`config.mk`:
```
export PLATFORM = sky130hd
export DESIGN_NAME = dual_channel_window_min_max_avg_unit
export DESIGN_NICKNAME = d
export VERILOG_FILES = /design/src/hdl/dcwm_pkg.sv /design/src/hdl/dcwm_lane.sv /design/src/hdl/dcwm_merge.sv /design/src/hdl/dual_channel_window_min_max_avg_unit.sv
export VERILOG_INCLUDE_DIRS = /design/src /design/src/hdl
export SDC_FILE = /design/constraint.sdc
export NUM_CORES = 2
export LEC_CHECK = 0
export BUFFER_PORTS_ARGS = -buffer_cell sky130_fd_sc_hd__buf_4
export CAP_MARGIN = 20
export CORE_MARGIN = 1.5
export CORE_UTILIZATION = 60
export DETAILED_ROUTE_END_ITERATION = 16
export GPL_TIMING_DRIVEN = 0
export PLACE_DENSITY = 0.86
export SETUP_SLACK_MARGIN = 0.05
export SLEW_MARGIN = 40
export SYNTH_ARGS = -nofsm -noshare
export SYNTH_HDL_FRONTEND = slang
export SYNTH_HIERARCHICAL = 1
export SYNTH_SLANG_ARGS = --single-unit
```
`constraint.sdc`:
```
create_clock -name clk -period 8.5 [get_ports clk]
set_input_delay 0.85 -clock clk [delete_from_list [all_inputs] [get_ports clk]]
set_output_delay 0.85 -clock clk [all_outputs]
set_load 0.01 [all_outputs]
```
`src/hdl/dual_channel_window_min_max_avg_unit_defines.svh`:
```
// ----------------------------------------------------------------------------
// Assertion macros for the dual channel window min/max/average unit
// Shared clocked assertion forms; each expects clk and rst in scope.
// ----------------------------------------------------------------------------
`ifndef DUAL_CHANNEL_WINDOW_MIN_MAX_AVG_UNIT_DEFINES_SVH
`define DUAL_CHANNEL_WINDOW_MIN_MAX_AVG_UNIT_DEFINES_SVH

// Same-cycle implication, checked outside reset
`define DCWM_ASSERT_NOW(label, ante, cons, msg) \
  label: assert property (@(posedge clk) disable iff (rst) (ante) |-> (cons)) \
    else $error(msg);

// Next-cycle implication, checked outside reset
`define DCWM_ASSERT_NEXT(label, ante, cons, msg) \
  label: assert property (@(posedge clk) disable iff (rst) (ante) |=> (cons)) \
    else $error(msg);

`endif

```
`src/hdl/dcwm_pkg.sv`:
```
// ----------------------------------------------------------------------------
// dcwm_pkg
// Types and fixed constants of the dual channel window min/max/average unit.
// ----------------------------------------------------------------------------
package dcwm_pkg;

  localparam int SAMPLE_BITS = 12;
  localparam int ACC_BITS    = 16;
  localparam int VREF_BITS   = 14;
  localparam int VOLT_BITS   = 14;
  localparam int PROD_BITS   = ACC_BITS + VREF_BITS;
  localparam int WLOG_BITS   = 3;
  localparam int MODE_BITS   = 2;
  localparam int REL_BITS    = 2;
  localparam int CFG_IDX_BITS = 2;
  localparam int CFG_DATA_BITS = 14;

  // Operating modes
  localparam logic [MODE_BITS-1:0] MODE_MIN = 2'd0;
  localparam logic [MODE_BITS-1:0] MODE_MAX = 2'd1;
  localparam logic [MODE_BITS-1:0] MODE_AVG = 2'd2;

  // Register indexes
  localparam logic [CFG_IDX_BITS-1:0] REG_MODE   = 2'd0;
  localparam logic [CFG_IDX_BITS-1:0] REG_WINDOW = 2'd1;
  localparam logic [CFG_IDX_BITS-1:0] REG_VREF   = 2'd2;

  // Relation codes
  localparam logic [REL_BITS-1:0] REL_EQ = 2'd0;
  localparam logic [REL_BITS-1:0] REL_GT = 2'd1;
  localparam logic [REL_BITS-1:0] REL_LT = 2'd2;

  localparam logic [VREF_BITS-1:0] VREF_RESET = 14'd3300;
  localparam logic [ACC_BITS-1:0]  ACC_FULL   = 16'hFFFF;
  localparam logic [VOLT_BITS-1:0] VOLT_MAX   = 14'd16383;

  typedef struct packed {
    logic [SAMPLE_BITS-1:0] sample_a;
    logic [SAMPLE_BITS-1:0] sample_b;
  } sample_t;

  typedef struct packed {
    logic [VOLT_BITS-1:0] volts_a;
    logic [VOLT_BITS-1:0] volts_b;
    logic [REL_BITS-1:0]  relation;
  } result_t;

  // Control shared by both lanes
  typedef struct packed {
    logic                 step;      // sample accepted
    logic                 capture;   // window ends on this sample
    logic                 arm;       // reload accumulator
    logic                 arm_full;  // reload to all ones (minimum mode)
    logic [MODE_BITS-1:0] mode;
  } lane_ctrl_t;

endpackage

```
`src/hdl/dcwm_lane.sv`:
```
// ----------------------------------------------------------------------------
// dcwm_lane
// One channel: running min/max/sum accumulator and millivolt scaling product.
// ----------------------------------------------------------------------------
module dcwm_lane (
  input  logic                                clk,
  input  logic                                rst,
  input  dcwm_pkg::lane_ctrl_t                ctl,
  input  logic [dcwm_pkg::SAMPLE_BITS-1:0]    sample,
  input  logic [dcwm_pkg::VREF_BITS-1:0]      vref,
  output logic [dcwm_pkg::PROD_BITS-1:0]      prod
);

  logic [dcwm_pkg::ACC_BITS-1:0] acc;
  logic [dcwm_pkg::ACC_BITS-1:0] acc_next;
  logic [dcwm_pkg::ACC_BITS-1:0] sample_ext;

  assign sample_ext = dcwm_pkg::ACC_BITS'(sample);

  // Fold the new sample into the running value
  always_comb begin
    case (ctl.mode)
      dcwm_pkg::MODE_MIN: acc_next = (sample_ext < acc) ? sample_ext : acc;
      dcwm_pkg::MODE_MAX: acc_next = (sample_ext > acc) ? sample_ext : acc;
      dcwm_pkg::MODE_AVG: acc_next = acc + sample_ext;
      default:            acc_next = acc;
    endcase
  end

  // Hold the accumulator; re-arm wins over the update
  always_ff @(posedge clk) begin
    if (rst) begin
      acc <= dcwm_pkg::ACC_FULL;
    end else if (ctl.arm) begin
      acc <= ctl.arm_full ? dcwm_pkg::ACC_FULL : '0;
    end else if (ctl.step) begin
      acc <= acc_next;
    end
  end

  // Scale the closing window value by the reference
  always_ff @(posedge clk) begin
    if (ctl.capture) begin
      prod <= dcwm_pkg::PROD_BITS'(acc_next) * dcwm_pkg::PROD_BITS'(vref);
    end
  end

endmodule

```
`src/hdl/dcwm_merge.sv`:
```
// ----------------------------------------------------------------------------
// dcwm_merge
// Shift and saturate both lane products, compare them, hold the result.
// ----------------------------------------------------------------------------
`include "dual_channel_window_min_max_avg_unit_defines.svh"

module dcwm_merge #(
  parameter int SHIFT_W = 5
) (
  input  logic                             clk,
  input  logic                             rst,
  input  logic                             prod_valid,
  output logic                             prod_ready,
  input  logic [dcwm_pkg::PROD_BITS-1:0]   prod_a,
  input  logic [dcwm_pkg::PROD_BITS-1:0]   prod_b,
  input  logic [SHIFT_W-1:0]               shift,
  output logic                             result_valid,
  input  logic                             result_stall,
  output dcwm_pkg::result_t                result
);

  logic [dcwm_pkg::PROD_BITS-1:0] shifted_a;
  logic [dcwm_pkg::PROD_BITS-1:0] shifted_b;
  logic [dcwm_pkg::VOLT_BITS-1:0] volt_a;
  logic [dcwm_pkg::VOLT_BITS-1:0] volt_b;
  logic [dcwm_pkg::REL_BITS-1:0]  rel;
  logic                           load;

  // Drop the fraction bits and clamp to the output range
  always_comb begin
    shifted_a = prod_a >> shift;
    shifted_b = prod_b >> shift;
    volt_a = (shifted_a > dcwm_pkg::PROD_BITS'(dcwm_pkg::VOLT_MAX)) ?
             dcwm_pkg::VOLT_MAX : shifted_a[dcwm_pkg::VOLT_BITS-1:0];
    volt_b = (shifted_b > dcwm_pkg::PROD_BITS'(dcwm_pkg::VOLT_MAX)) ?
             dcwm_pkg::VOLT_MAX : shifted_b[dcwm_pkg::VOLT_BITS-1:0];
    if (volt_a > volt_b) begin
      rel = dcwm_pkg::REL_GT;
    end else if (volt_a < volt_b) begin
      rel = dcwm_pkg::REL_LT;
    end else begin
      rel = dcwm_pkg::REL_EQ;
    end
  end

  assign prod_ready = !result_valid || !result_stall;
  assign load       = prod_valid && prod_ready;

  // Output register: advance when empty or taken
  always_ff @(posedge clk) begin
    if (rst) begin
      result_valid <= 1'b0;
    end else if (prod_ready) begin
      result_valid <= prod_valid;
    end
  end

  always_ff @(posedge clk) begin
    if (load) begin
      result.volts_a  <= volt_a;
      result.volts_b  <= volt_b;
      result.relation <= rel;
    end
  end

  `DCWM_ASSERT_NOW(a_rel_eq, result_valid && result.relation == dcwm_pkg::REL_EQ, result.volts_a == result.volts_b, "equal flag with different values")
  `DCWM_ASSERT_NOW(a_rel_gt, result_valid && result.relation == dcwm_pkg::REL_GT, result.volts_a > result.volts_b, "greater flag disagrees with values")
  `DCWM_ASSERT_NOW(a_rel_lt, result_valid && result.relation == dcwm_pkg::REL_LT, result.volts_a < result.volts_b, "less flag disagrees with values")
  `DCWM_ASSERT_NEXT(a_drain, result_valid && !result_stall && !prod_valid, !result_valid, "request delivered twice")

endmodule

```
`src/hdl/dual_channel_window_min_max_avg_unit.sv`:
```
// ----------------------------------------------------------------------------
// dual_channel_window_min_max_avg_unit
// Two-channel windowed min/max/average decimator with millivolt scaling.
// ----------------------------------------------------------------------------
// Throughput: one sample pair per cycle while sample_stall is low; each lane does one compare or add.
// Result path: the sample that closes the window is scaled in the lane multiply
//   register, then passes the merge shift/clamp/compare register.
// Reset: mode minimum, window of one sample, vref 3300 mV, accumulators all
//   ones, pipeline empty.
module dual_channel_window_min_max_avg_unit #(
  parameter int WINDOW_CHOICES = 5
) (
  input  logic                                 clk,
  input  logic                                 rst,
  input  logic                                 cfg_we,
  input  logic [dcwm_pkg::CFG_IDX_BITS-1:0]    cfg_index,
  input  logic [dcwm_pkg::CFG_DATA_BITS-1:0]   cfg_data,
  input  logic                                 sample_valid,
  output logic                                 sample_stall,
  input  dcwm_pkg::sample_t                    sample,
  output logic                                 result_valid,
  input  logic                                 result_stall,
  output dcwm_pkg::result_t                    result
);

  localparam int CNT_W   = (WINDOW_CHOICES > 1) ? WINDOW_CHOICES - 1 : 1;
  localparam int SHIFT_W = $clog2(dcwm_pkg::SAMPLE_BITS + WINDOW_CHOICES);
  localparam logic [dcwm_pkg::WLOG_BITS-1:0] K_MAX =
    dcwm_pkg::WLOG_BITS'(WINDOW_CHOICES - 1);

  logic [dcwm_pkg::MODE_BITS-1:0] mode;
  logic [dcwm_pkg::MODE_BITS-1:0] mode_next;
  logic [dcwm_pkg::WLOG_BITS-1:0] wlog;
  logic [dcwm_pkg::WLOG_BITS-1:0] wlog_next;
  logic [dcwm_pkg::VREF_BITS-1:0] vref;
  logic [dcwm_pkg::WLOG_BITS-1:0] k_next;
  logic [dcwm_pkg::WLOG_BITS-1:0] k_cur;
  logic [CNT_W-1:0]               count;
  logic [CNT_W-1:0]               reload;
  logic                           cfg_hit;
  logic                           accept;
  logic                           win_end;
  logic                           prod_valid;
  logic                           prod_ready;
  logic [SHIFT_W-1:0]             shift;
  logic [dcwm_pkg::PROD_BITS-1:0] prod_a;
  logic [dcwm_pkg::PROD_BITS-1:0] prod_b;
  dcwm_pkg::lane_ctrl_t           ctl;

  // Decode the register write
  always_comb begin
    mode_next = mode;
    wlog_next = wlog;
    cfg_hit   = 1'b0;
    if (cfg_we) begin
      unique case (cfg_index)
        dcwm_pkg::REG_MODE: begin
          mode_next = cfg_data[dcwm_pkg::MODE_BITS-1:0];
          cfg_hit   = 1'b1;
        end
        dcwm_pkg::REG_WINDOW: begin
          wlog_next = cfg_data[dcwm_pkg::WLOG_BITS-1:0];
          cfg_hit   = 1'b1;
        end
        dcwm_pkg::REG_VREF: begin
          cfg_hit = 1'b1;
        end
        default: begin
          cfg_hit = 1'b0;
        end
      endcase
    end
  end

  always_ff @(posedge clk) begin
    if (rst) begin
      mode <= dcwm_pkg::MODE_MIN;
      wlog <= '0;
      vref <= dcwm_pkg::VREF_RESET;
    end else begin
      mode <= mode_next;
      wlog <= wlog_next;
      if (cfg_we && cfg_index == dcwm_pkg::REG_VREF) begin
        vref <= cfg_data[dcwm_pkg::VREF_BITS-1:0];
      end
    end
  end

  // Clamp the window exponent to the supported range
  assign k_next = (wlog_next > K_MAX) ? K_MAX : wlog_next;
  assign k_cur  = (wlog > K_MAX) ? K_MAX : wlog;
  assign reload = CNT_W'((32'd1 << k_next) - 32'd1);

  assign sample_stall = prod_valid && !prod_ready;
  assign accept       = sample_valid && !sample_stall;
  assign win_end      = (count == '0);

  // Count down the window; re-arm on window end or register write
  always_ff @(posedge clk) begin
    if (rst) begin
      count <= '0;
    end else if (cfg_hit || (accept && win_end)) begin
      count <= reload;
    end else if (accept) begin
      count <= count - CNT_W'(1);
    end
  end

  always_comb begin
    ctl.step     = accept;
    ctl.capture  = accept && win_end;
    ctl.arm      = cfg_hit || (accept && win_end);
    ctl.arm_full = (mode_next == dcwm_pkg::MODE_MIN);
    ctl.mode     = mode;
  end

  // Track the product stage
  always_ff @(posedge clk) begin
    if (rst) begin
      prod_valid <= 1'b0;
    end else if (ctl.capture) begin
      prod_valid <= 1'b1;
    end else if (prod_ready) begin
      prod_valid <= 1'b0;
    end
  end

  assign shift = (mode == dcwm_pkg::MODE_AVG) ?
                 SHIFT_W'(dcwm_pkg::SAMPLE_BITS) + SHIFT_W'(k_cur) :
                 SHIFT_W'(dcwm_pkg::SAMPLE_BITS);

  dcwm_lane u_lane_a (
    .clk    (clk),
    .rst    (rst),
    .ctl    (ctl),
    .sample (sample.sample_a),
    .vref   (vref),
    .prod   (prod_a)
  );

  dcwm_lane u_lane_b (
    .clk    (clk),
    .rst    (rst),
    .ctl    (ctl),
    .sample (sample.sample_b),
    .vref   (vref),
    .prod   (prod_b)
  );

  dcwm_merge #(
    .SHIFT_W (SHIFT_W)
  ) u_merge (
    .clk          (clk),
    .rst          (rst),
    .prod_valid   (prod_valid),
    .prod_ready   (prod_ready),
    .prod_a       (prod_a),
    .prod_b       (prod_b),
    .shift        (shift),
    .result_valid (result_valid),
    .result_stall (result_stall),
    .result       (result)
  );

endmodule

```
==> flow_metrics.py <==
metrics = {
    "synth": {
        "synth_top_flop_cell": "edfxtp_1",
        "synth_nets": 3559,
        "ys_seq_elements": 147,
        "synth_edf_count": 90,
        "synth-async-reset-ratio": 0,
        "yosysSeqAreaShare": 0.145,
        "syn-cell-area_sq_um": 26500,
        "syn_avg_cell_area_sq_um": 9.04,
        "ys_warn_count": 6,
        "postSynthCellCount": 2931,
        "synthDistinctLibCells": 101,
    },
    "pwr": {
        "power_frac_clock": 0.071,
        "power_density_nw_per_um2": 344,
        "p_sw_frac": 0.491,
        "peakVddDrop_v": 0.000496,
        "power.leakage_uw": 0.0141,
        "switchingPower_uw": 5070,
        "p_int_uw": 5260,
        "seq_power_share": 0.132,
        "comb_power_share": 0.797,
    },
    "sta": {
        "fin_skew_ns": 0.0107,
        "rsz0062_at_grt": "true",
        "setup_tns_ns": 0,
        "slew_violations": 0,
        "tightestPinTransition_ns": 0.998,
        "hold_viol": 0,
        "period_minus_slack_ns": 8.50,
        "post-route-period-util": 1.00,
        "fmax_ghz": 0.118,
        "finalSetupViolCount": 0,
        "slew_headroom": 0.334,
    },
    "status": {
        "status": "complete, no violations",
    },
    "layout": {
        "nets": 3740,
        "post_layout_nonfiller_instances": 3710,
        "seq_area_sq_um": 3860,
        "drive_gt1_frac": 0.162,
        "fin_util": 0.692,
        "final_area_sq_um": 30000,
        "areaGrowthSynthToFinish_pct": 13.3,
        "n_fill_cell": 3231,
        "multi_input_area_sq_um": 21000,
    },
    "grt": {
        "antenna_found_initial": 3,
        "track_usage": 0.362,
        "grt_pass1_vias": 23900,
        "grt_first_pass_wirelength_um": 126000,
        "grt-busiest-layer": "met2",
        "grt-ovfl-total": 0,
        "grt_util_met2": 0.601,
        "use_met3": 0.0831,
        "grt.met1_usage": 0.437,
        "grt_start_max_net_pins": 33,
    },
    "placed_design": {
        "port_buffers": 74,
        "dp_hpwl_um": 62900,
        "postPlaceCellArea_sq_um": 28000,
        "place_congestion": 0.997,
        "place_inst": 3593,
    },
    "detailed_routing": {
        "routed_wl_um": 81700,
        "routedWlPerCell_um": 22.0,
        "drtIter0Drc": 1888,
        "drc": 0,
        "vias_per_cell": 6.28,
        "drt-pass1-iter-count": 8,
        "ant_nets": 0,
        "vias": 23300,
    },
    "floorplanning": {
        "rows": 76,
        "die_w_um": 213,
        "dieArea_sq_um": 45400,
        "core_sq_um": 43400,
        "die_h_um": 213,
        "initial_core_util": 0.611,
        "io_pins": 77,
    },
    "critical_path": {
        "crit_path_end_kind": "flip-flop",
        "crit_top_cell": "fa_1",
        "crit_path_top_delay_cell": "or4_4",
        "slowest_delay_ns": 0.56,
        "required_ns": 8.72,
        "cp_data_arrival_time_ns": 8.72,
        "critPathMaxFanout": 6,
        "startpoint_type": "input pin",
        "worstSetupPathType": "input pin to flip-flop",
    },
    "clock_network": {
        "cts.sinks": 147,
        "cts_tree": "done",
        "htreeDepth": 4,
        "clk_pin_slew_ns": 0.07,
        "clk_path_buf_depth": 2,
        "worstSkewPairLatency_ns": 0.48,
        "cts_root_buffer": "clkbuf_16",
        "cts_buffers": 17,
    },
    "flow_run": {
        "drv_cap": 0,
    },
    "hold_path": {
        "hold_class": "flip-flop to flip-flop",
    },
}
[synth_stat cells (all sizes together), types with 23 or more instances]
library cell  count  area [sq um]
mux4             24           548
nand2           344          1290
dfxtp            57          1140
a221o            32           327
inv             458          1720
mux2             28           334
nor2            123           469
buf              65           473
a21oi           138           691
nor2b            33           206
a21o             37           279
mux2i            84           841
ha              251          3140
and2            182          1140
nand3            38           190
clkbuf           74           279
a211oi           23           195
fa              332          6650
nand2b           24           150
edfxtp           90          2700
o21ai           114           608
xnor2            51           447
nor3             24           120
[what timing repair did]
item	in CTS	in global routing
gates cloned	1	2
resized for setup	66	123
pin swaps	64	107
endpoints found under the hold margin	0	0
hold buffers	0	0
setup buffers	34	50
setup endpoints to repair	20	22
[state kept, by name, indices dropped and copies added (netlist names)]
register	flops
u_lane_a/acc	16
count	4
wlog	3
u_lane_b/prod	30
u_lane_a/prod	30
prod_valid	1
u_lane_b/acc	16
u_merge/result_valid	1
u_merge/result	30
mode	2
vref	14
[layout by cell type (no fill, tap or decap), types with 15 or more instances in the layout]
cell type	instances
a211oi_1	17
a21o_1	36
a21oi_1	119
a21oi_2	17
a221o_1	22
a31oi_1	18
and2_1	172
and3_1	19
buf_2	25
buf_4	155
buf_6	33
clkbuf_1	70
clkbuf_16	18
dfxtp_1	44
edfxtp_1	90
fa_1	327
ha_1	221
ha_4	26
inv_1	443
inv_2	15
mux2_2	23
mux2i_1	82
mux4_2	22
nand2_1	339
nand2b_1	24
nand3_1	36
nor2_1	121
nor2b_1	32
nor3_1	23
o21ai_0	83
o21ai_1	15
o21bai_1	17
xnor2_1	48
xor2_1	19
[kinds of logic after synthesis]
logic type                 count (synthesis)  share of synthesized area
muxes                                    136                     0.0650
xor gates and xnor gates                  70                     0.0231
and+or+nand+nor                          861                      0.161
DFF                                      147                      0.145
AOI/OAI and AO/OA                        536                      0.143
buffers and inverters                    598                     0.0934
adders and majority gates                583                      0.369
[power by group through the flow]
stage	registers, uW	clock network (uW)	logic, uW
2_1_floorplan	1310	0	5260
3_3_place_gp	1370	0	6440
3_5_place_dp	1370	0	6750
4_1_cts	1360	745	7390
5_1_grt	1380	772	8960
6_report	1360	734	8240
[path summary, 6_finish.rpt]
check / start / endpoint / slack, ns / cells past startpoint
worst min register to register: u_lane_a/acc[9] / u_lane_a/acc[9] / 0.51 / 1
worst max-delay path: sample[18] / u_lane_a/prod[26] / 0.0001 / 30
worst min-delay path: u_lane_a/acc[9] / u_lane_a/acc[9] / 0.51 / 1
worst max register to register: u_lane_a/acc[7] / u_lane_a/prod[26] / 0.01 / 30
[cell type report]
cell class              instances  area share
well taps                     585      0.0244
plain buffers                 137      0.0268
clock inverters                14     0.00434
clock buffers                  17      0.0142
repair buffers                163      0.0437
diodes                          1   0.0000834
multi-input cells            2187       0.700
inverters                     459      0.0574
flip-flops and latches        147       0.129
[critical path, delay by kind of cell]
family | cells | cell delay, ns
AO/OA/AOI/OAI | 10 | 2.31
adder cells (fa/ha/maj) | 8 | 3.61
multiplexers | 1 | 0.38
AND/OR/NAND/NOR | 2 | 0.71
buffers and inverters | 8 | 0.69
XOR/XNOR | 1 | 0.15
[metrics by stage]
step	hold WS (ns)	worst slack [ns]	power [uW]
2_1_floorplan	0.451	0.0529	6580
3_3_place_gp	0.474	-0.839	7800
3_5_place_dp	0.502	-0.997	8120
4_1_cts	0.515	0.0390	9490
5_1_grt	0.518	-0.180	11100
6_report	0.507	0.000130	10300
[per-layer routing]
metal / share of wire / vias up
li1: - / 10200
met1: 0.37 / 11400
met2: 0.47 / 1404
met3: 0.10 / 358
met4: 0.054 / 2
met5: 0.00016 / -
No activity file was read; power rests on OpenSTA's default activity.
